[src/sv/zwb_pkg.sv]
package zwb_pkg;

  typedef struct packed {
    logic [7:0] data_byte;
    logic       byte_present;
    logic       message_end;
  } in_item_t;

  typedef struct packed {
    logic [1:0]  symbol_kind;
    logic [23:0] utf8_sequence;
    logic        run_last;
  } out_item_t;

  localparam logic [1:0] KIND_START = 2'd0;
  localparam logic [1:0] KIND_ZERO  = 2'd1;
  localparam logic [1:0] KIND_ONE   = 2'd2;
  localparam logic [1:0] KIND_END   = 2'd3;

  localparam logic [23:0] SEQ_START = 24'hE281A0;
  localparam logic [23:0] SEQ_ZERO  = 24'hE2808B;
  localparam logic [23:0] SEQ_ONE   = 24'hE2808C;
  localparam logic [23:0] SEQ_END   = 24'hE281A3;

  localparam logic [7:0] PAD_CHAR = 8'h3D;

  typedef enum logic [1:0] {
    SEL_START = 2'd0,
    SEL_BIT   = 2'd1,
    SEL_END   = 2'd2
  } sym_sel_e;

  typedef struct packed {
    logic     load;
    logic     emit;
    sym_sel_e sel;
    logic     last;
  } cmd_t;

  typedef struct packed {
    logic has_result;
    logic need_start;
    logic has_group;
    logic has_end;
    logic bit_last;
    logic out_free;
  } sts_t;

  function automatic logic [7:0] b64_char(input logic [5:0] v);
    logic [7:0] w;
    w = {2'b00, v};
    priority if (v < 6'd26) begin
      return 8'h41 + w;
    end else if (v < 6'd52) begin
      return w + 8'd71;
    end else if (v < 6'd62) begin
      return w - 8'd4;
    end else if (v == 6'd62) begin
      return 8'h2B;
    end else begin
      return 8'h2F;
    end
  endfunction

endpackage

[src/sv/base64_zero_width_bit_encoder.sv]
// Channel  Direction  Payload     Handshake
// input    in         in_item_t   in_valid_i / in_ready_o
// output   out        out_item_t  out_valid_o / out_ready_i
//
// Input items are taken only while the sequencer is idle, so a new item waits
// until all results of the last one have entered the output register. Each
// result is registered there by the output sequencer, one symbol per cycle
// while the output register is free.
// Reset clears the group fill, start flag, sequencer and output valid.
// A stalled output holds the sequencer; the next item is taken while the last
// result still waits in the output register.
module base64_zero_width_bit_encoder
  import zwb_pkg::*;
(
  input  logic      clk_i,
  input  logic      rst_ni,
  input  logic      in_valid_i,
  output logic      in_ready_o,
  input  in_item_t  in_data_i,
  output logic      out_valid_o,
  input  logic      out_ready_i,
  output out_item_t out_data_o
);

  cmd_t cmd;
  sts_t sts;

  zwb_ctrl u_ctrl (
    .clk_i      (clk_i),
    .rst_ni     (rst_ni),
    .in_valid_i (in_valid_i),
    .in_ready_o (in_ready_o),
    .sts_i      (sts),
    .cmd_o      (cmd)
  );

  zwb_datapath u_datapath (
    .clk_i       (clk_i),
    .rst_ni      (rst_ni),
    .in_data_i   (in_data_i),
    .cmd_i       (cmd),
    .sts_o       (sts),
    .out_valid_o (out_valid_o),
    .out_ready_i (out_ready_i),
    .out_data_o  (out_data_o)
  );

endmodule

[src/sv/zwb_ctrl.sv]
module zwb_ctrl
  import zwb_pkg::*;
(
  input  logic clk_i,
  input  logic rst_ni,
  input  logic in_valid_i,
  output logic in_ready_o,
  input  sts_t sts_i,
  output cmd_t cmd_o
);

  typedef enum logic [3:0] {
    S_IDLE  = 4'b0001,
    S_START = 4'b0010,
    S_GROUP = 4'b0100,
    S_END   = 4'b1000
  } state_e;

  state_e state_q, state_d;
  logic   grp_pend_q, grp_pend_d;
  logic   end_pend_q, end_pend_d;

  always_comb begin
    state_d    = state_q;
    grp_pend_d = grp_pend_q;
    end_pend_d = end_pend_q;
    in_ready_o = 1'b0;
    cmd_o      = '{load: 1'b0, emit: 1'b0, sel: SEL_START, last: 1'b0};
    unique case (state_q)
      S_IDLE: begin
        in_ready_o = 1'b1;
        if (in_valid_i) begin
          cmd_o.load = 1'b1;
          if (sts_i.has_result) begin
            grp_pend_d = sts_i.has_group;
            end_pend_d = sts_i.has_end;
            if (sts_i.need_start) begin
              state_d = S_START;
            end else if (sts_i.has_group) begin
              state_d = S_GROUP;
            end else begin
              state_d = S_END;
            end
          end
        end
      end
      S_START: begin
        if (sts_i.out_free) begin
          cmd_o.emit = 1'b1;
          cmd_o.sel  = SEL_START;
          cmd_o.last = !grp_pend_q && !end_pend_q;
          if (grp_pend_q) begin
            state_d = S_GROUP;
          end else if (end_pend_q) begin
            state_d = S_END;
          end else begin
            state_d = S_IDLE;
          end
        end
      end
      S_GROUP: begin
        if (sts_i.out_free) begin
          cmd_o.emit = 1'b1;
          cmd_o.sel  = SEL_BIT;
          if (sts_i.bit_last) begin
            cmd_o.last = !end_pend_q;
            state_d    = end_pend_q ? S_END : S_IDLE;
          end
        end
      end
      S_END: begin
        if (sts_i.out_free) begin
          cmd_o.emit = 1'b1;
          cmd_o.sel  = SEL_END;
          cmd_o.last = 1'b1;
          state_d    = S_IDLE;
        end
      end
      default: begin
        state_d = S_IDLE;
      end
    endcase
  end

  always_ff @(posedge clk_i or negedge rst_ni) begin
    if (!rst_ni) begin
      state_q    <= S_IDLE;
      grp_pend_q <= 1'b0;
      end_pend_q <= 1'b0;
    end else begin
      state_q    <= state_d;
      grp_pend_q <= grp_pend_d;
      end_pend_q <= end_pend_d;
    end
  end

endmodule

[src/sv/zwb_datapath.sv]
module zwb_datapath
  import zwb_pkg::*;
(
  input  logic      clk_i,
  input  logic      rst_ni,
  input  in_item_t  in_data_i,
  input  cmd_t      cmd_i,
  output sts_t      sts_o,
  output logic      out_valid_o,
  input  logic      out_ready_i,
  output out_item_t out_data_o
);

  logic [7:0]  held0_q, held1_q;
  logic [1:0]  fill_q, fill_d;
  logic        start_sent_q, start_sent_d;
  logic [23:0] grp_q, grp_d;
  logic [2:0]  nreal_q, nreal_d;
  logic [4:0]  bit_cnt_q, bit_cnt_d;
  logic        out_valid_q, out_valid_d;
  out_item_t   out_q, out_d;

  logic       present, msg_end, full_grp, flush;
  logic [7:0] in_byte;
  logic [1:0] char_idx;
  logic [5:0] sextet;
  logic [7:0] ch;
  logic       sym_bit;

  assign in_byte  = in_data_i.data_byte;
  assign present  = in_data_i.byte_present;
  assign msg_end  = in_data_i.message_end;
  assign full_grp = present && (fill_q == 2'd2);
  assign flush    = msg_end && !full_grp && ((fill_q != 2'd0) || present);

  assign sts_o.has_result = (present || msg_end) && (!start_sent_q || full_grp || msg_end);
  assign sts_o.need_start = !start_sent_q;
  assign sts_o.has_group  = full_grp || flush;
  assign sts_o.has_end    = msg_end;
  assign sts_o.bit_last   = (bit_cnt_q == 5'd31);
  assign sts_o.out_free   = !out_valid_q || out_ready_i;

  always_comb begin
    priority if (full_grp) begin
      grp_d   = {held0_q, held1_q, in_byte};
      nreal_d = 3'd4;
    end else if (fill_q == 2'd0) begin
      grp_d   = {in_byte, 16'h0000};
      nreal_d = 3'd2;
    end else if (fill_q == 2'd1 && present) begin
      grp_d   = {held0_q, in_byte, 8'h00};
      nreal_d = 3'd3;
    end else if (fill_q == 2'd1) begin
      grp_d   = {held0_q, 16'h0000};
      nreal_d = 3'd2;
    end else begin
      grp_d   = {held0_q, held1_q, 8'h00};
      nreal_d = 3'd3;
    end
  end

  always_comb begin
    fill_d       = fill_q;
    start_sent_d = start_sent_q;
    if (cmd_i.load) begin
      if (msg_end) begin
        fill_d       = 2'd0;
        start_sent_d = 1'b0;
      end else if (present) begin
        fill_d       = full_grp ? 2'd0 : fill_q + 2'd1;
        start_sent_d = 1'b1;
      end
    end
  end

  always_comb begin
    bit_cnt_d = bit_cnt_q;
    if (cmd_i.load) begin
      bit_cnt_d = 5'd0;
    end else if (cmd_i.emit && cmd_i.sel == SEL_BIT) begin
      bit_cnt_d = bit_cnt_q + 5'd1;
    end
  end

  assign char_idx = bit_cnt_q[4:3];

  always_comb begin
    unique case (char_idx)
      2'd0:    sextet = grp_q[23:18];
      2'd1:    sextet = grp_q[17:12];
      2'd2:    sextet = grp_q[11:6];
      default: sextet = grp_q[5:0];
    endcase
  end

  assign ch      = ({1'b0, char_idx} < nreal_q) ? b64_char(sextet) : PAD_CHAR;
  assign sym_bit = ch[~bit_cnt_q[2:0]];

  always_comb begin
    out_d       = out_q;
    out_valid_d = out_valid_q;
    if (cmd_i.emit) begin
      out_valid_d    = 1'b1;
      out_d.run_last = cmd_i.last;
      unique case (cmd_i.sel)
        SEL_START: begin
          out_d.symbol_kind   = KIND_START;
          out_d.utf8_sequence = SEQ_START;
        end
        SEL_BIT: begin
          out_d.symbol_kind   = sym_bit ? KIND_ONE : KIND_ZERO;
          out_d.utf8_sequence = sym_bit ? SEQ_ONE : SEQ_ZERO;
        end
        default: begin
          out_d.symbol_kind   = KIND_END;
          out_d.utf8_sequence = SEQ_END;
        end
      endcase
    end else if (out_ready_i) begin
      out_valid_d = 1'b0;
    end
  end

  always_ff @(posedge clk_i or negedge rst_ni) begin
    if (!rst_ni) begin
      fill_q       <= 2'd0;
      start_sent_q <= 1'b0;
      bit_cnt_q    <= 5'd0;
      out_valid_q  <= 1'b0;
    end else begin
      fill_q       <= fill_d;
      start_sent_q <= start_sent_d;
      bit_cnt_q    <= bit_cnt_d;
      out_valid_q  <= out_valid_d;
    end
  end

  always_ff @(posedge clk_i) begin
    if (cmd_i.load && present && !full_grp) begin
      if (fill_q[0]) begin
        held1_q <= in_byte;
      end else begin
        held0_q <= in_byte;
      end
    end
    if (cmd_i.load) begin
      grp_q   <= grp_d;
      nreal_q <= nreal_d;
    end
    out_q <= out_d;
  end

  assign out_valid_o = out_valid_q;
  assign out_data_o  = out_q;

endmodule

[config.mk]
export PLATFORM = sky130hd
export DESIGN_NAME = base64_zero_width_bit_encoder
export DESIGN_NICKNAME = d
export VERILOG_FILES = /design/src/sv/zwb_pkg.sv /design/src/sv/base64_zero_width_bit_encoder.sv /design/src/sv/zwb_ctrl.sv /design/src/sv/zwb_datapath.sv
export SDC_FILE = /design/constraint.sdc
export NUM_CORES = 1
export LEC_CHECK = 0
export BUFFER_PORTS_ARGS = -buffer_cell sky130_fd_sc_hd__buf_2
export CELL_PAD_IN_SITES_DETAIL_PLACEMENT = 0
export CELL_PAD_IN_SITES_GLOBAL_PLACEMENT = 1
export CORE_AREA = 2 2 81 102
export CTS_BUF_LIST = sky130_fd_sc_hd__clkbuf_8
export DETAILED_ROUTE_END_ITERATION = 10
export DIE_AREA = 0 0 83 104
export MAX_ROUTING_LAYER = met4
export PLACE_DENSITY_LB_ADDON = 0.15
export SYNTH_ARGS = -nofsm -noshare
export SYNTH_HDL_FRONTEND = slang
export SYNTH_SLANG_ARGS = --single-unit
[constraint.sdc]
create_clock -name clk_i -period 3.7 [get_ports clk_i]
set_clock_uncertainty 0.2 [all_clocks]
set_input_delay 0.185 -clock clk_i [delete_from_list [all_inputs] [get_ports clk_i]]
set_output_delay 0.185 -clock clk_i [all_outputs]
set_load 0.005 [all_outputs]
==> impl_results.md <==
- Synth area leader: edfxtp_1
- Critical Path Start Type: flip-flop
- Fin util: 0.518
- TritonCTS Buffers: 9
- Top cells by count, synth: edfxtp_1, nand2_1, o21ai_0
- Largest buffer count on any clock path: 2
- Minimum clock period: 3.21 ns
- Critical path arrival: 3.11 ns
- FF+latch count, synth: 64
- Post-synthesis sequential area ratio: 0.518
- Post-route ant nets: 0
- Antenna diodes: 0
- Setup TNS: 0 ns
- HP Class: in -> reg
- Slew HR: 0.398
- WL/cell: 14.8 um
- Critical Path Fanout Max: 16
- Ratio of final minimum period to clock period: 0.869
- PortBufs: 24
- Iter 0 DRT Violations: 147
- TritonCTS clock tree: built
- Die Wd: 83 um
- Ys flop type: edfxtp_1
- Clk root buf: clkbuf_8
- Via density: roughly 5.4
- Rows: 36
- Largest net degree at the start of global routing: 38
- Final std cells w/o fill: 457
- Worst hold slack: approximately 0.054 ns
- Cell Pwr Density: between 600 and 700 nW/um^2
- First-pass GRT wire length: 11,600 um
- Max Transition Viols Final: 0
- PostCTS Resize Cnt: 0
- Placed Cells incl. Taps: 428
- Fmax: between 300 and 400 MHz
- Worst VDD drop: 428 uV
- Remaining Overflow, GRT: 0
- Post-synth cell types: 56
- Synth top area cells: edfxtp_1, dfrtp_1, buf_4
- Post-synth ARST share: 0.234
- Number of global-route vias before repair: between 2,000 and 2,500
- WS Path Type: reg -> reg
- Die Ht: 104 um
- Setup violators final: 0
- Post-synth EDFFs: just under 50
- CTS H-tree depth: 3
- Clock Sinks: 64
- RSZ-0062 raised after global routing: no
- DRC: 0
- I/O pins: 43
- HPWL Detailed: 4640 um
- Total track usage: 0.172
- Final hold vios: 0
- Clk slew on worst S/H paths: roughly 0.07 ns
- WL final: 6780 um
- Fillers: 693
- Synth warnings: 0
- Count leader, synth: edfxtp_1
- Share of post-route cells with drive strength above 1: 0.174
- DRT Pass-1 Iters: 4
- Outcome: complete, no violations
- Vias post-DR: 2,485
- Initial core utilization: 0.463
- Placer congestion estimate: ~0.8
- Full die area: 8630 sq um
- Max cap viols: 0
- Mapped cell area: approximately 3600 sq um
- Req. time, crit path: 3.60 ns
- Layout area overhead: 11.9%
- Standby leakage power: 1.54 nW
- Power after layout: 0.00268 W
- Syn avg cell area: roughly 11 sq um
- Core area: about 7700 sq um
- Clock Latency Late Sink: 0.34 ns
- Final nets: ~380
- Initial antenna violation count: 0
- Worst Setup End Kind: flip-flop
- Worst slew pin tran: approximately 0.90 ns
- Cells after Synth: 332
- Synth top area share: 0.413
-- sequential cells by signal (all words and copies together), names as in the netlist, 2 cells and up --
| register | flops |
|---|---|
| u_datapath.grp_q | 24 |
| u_ctrl.state_q | 4 |
| u_datapath.fill_q | 2 |
| u_datapath.held0_q | 8 |
| u_datapath.out_data_o | 6 |
| u_datapath.nreal_q | 3 |
| u_datapath.held1_q | 8 |
| u_datapath.bit_cnt_q | 5 |
-- cells by family after synthesis --
family | count (synthesis) | synth area share
multiplexers | 21 | 0.0839
other | 2 | 0.00211
adder cells (fa/ha/maj) | 5 | 0.0175
AND/OR/NAND/NOR | 112 | 0.161
AO/OA/AOI/OAI | 71 | 0.127
buffers and inverters | 54 | 0.0825
flip-flops | 64 | 0.518
XOR/XNOR | 3 | 0.00737
-- worst max-delay path: stages (launching register included) --
cell	delay (ns)
dfrtp_1	0.60
mux4_2	0.72
ha_1	0.37
or3_1	0.11
o311ai_0	0.12
a221o_1	0.33
nand3_1	0.10
nand4_1	0.13
a32o_2	0.29
-- layer usage --
layer / global-route usage / vias up / routed length (um) / part of all wire
met5: - / - / 0 / 0
met2: 0.270 / 59 / 3490 / 0.51
met1: 0.218 / 1191 / 2990 / 0.44
met4: 0.0749 / 0 / 92 / 0.014
li1: - / 1226 / - / -
met3: 0.0317 / 9 / 212 / 0.031
-- worst paths after layout --
check                                              from                         to  slack [ns]  cells past startpoint
worst max-delay path            u_datapath.bit_cnt_q[3]  u_datapath.out_data_o[25]        0.49                      8
worst min-delay path                         in_valid_i          u_ctrl.end_pend_q        0.05                      3
worst max register to register  u_datapath.bit_cnt_q[3]  u_datapath.out_data_o[25]        0.49                      8
worst min register to register    u_datapath.held1_q[3]       u_datapath.grp_q[11]        0.33                      2
max in group asynchronous                        rst_ni          u_ctrl.state_q[0]        2.90                      2
min in group asynchronous                        rst_ni       u_datapath.fill_q[0]        0.09                      2
-- cell type report --
type | instances | area (sq um) | area share
flip-flops and latches | 64 | 1850 | 0.463
multi-input cells | 230 | 1480 | 0.372
repair buffers | 40 | 273 | 0.0684
clock buffers | 9 | 124 | 0.0311
well taps | 95 | 119 | 0.0298
clock inverters | 7 | 96.3 | 0.0242
inverters | 12 | 45.0 | 0.0113
-- repair_timing --
action                                 4_1_cts  5_1_grt
endpoints found under the hold margin       38        0
setup buffers                                0        0
hold buffers                                13        0
-- metrics by stage --
stage / area [sq um] / setup WS, ns
3_3_place_gp: 3640 / 0.555
4_1_cts: 3990 / 0.477
2_1_floorplan: 3630 / 0.777
6_report: 3990 / 0.485
3_5_place_dp: 3640 / 0.485
5_1_grt: 3990 / 0.267
-- placed cells by master, fill, tap and decap left out, drive strengths merged, types with 2 or more instances in the layout --
cell type / Yosys / routed
nor3b: 2 / 2
clkinvlp: 0 / 2
nor4: 3 / 3
clkinv: 0 / 3
mux2i: 4 / 4
a31oi: 2 / 2
nand2b: 10 / 10
o31a: 2 / 2
mux2: 11 / 11
clkbuf: 15 / 9
dfrtp: 14 / 14
o211ai: 3 / 3
nand2: 30 / 30
xor2: 2 / 2
nand3: 6 / 6
nor2: 19 / 19
nor2b: 6 / 6
edfxtp: 49 / 49
inv: 12 / 12
mux4: 6 / 6
and2: 5 / 5
or3: 2 / 2
nand3b: 2 / 2
o21a: 2 / 2
a21boi: 2 / 2
a21oi: 16 / 16
bufinv: 0 / 2
ha: 5 / 5
a22o: 3 / 3
o22ai: 2 / 2
dlygate4sd3: 0 / 13
buf: 27 / 27
conb: 2 / 18
o21ai: 26 / 26
nand4: 5 / 5
and3: 12 / 12
nor3: 8 / 8
-- power by group --
| group | switching (W) | internal [W] |
|---|---|---|
| Combinational | 0.000483 | 0.000377 |
| Sequential | 0.000150 | 0.00101 |
| Clock | 0.000279 | 0.000379 |
Note: power is estimated with default switching activity, not from simulation.
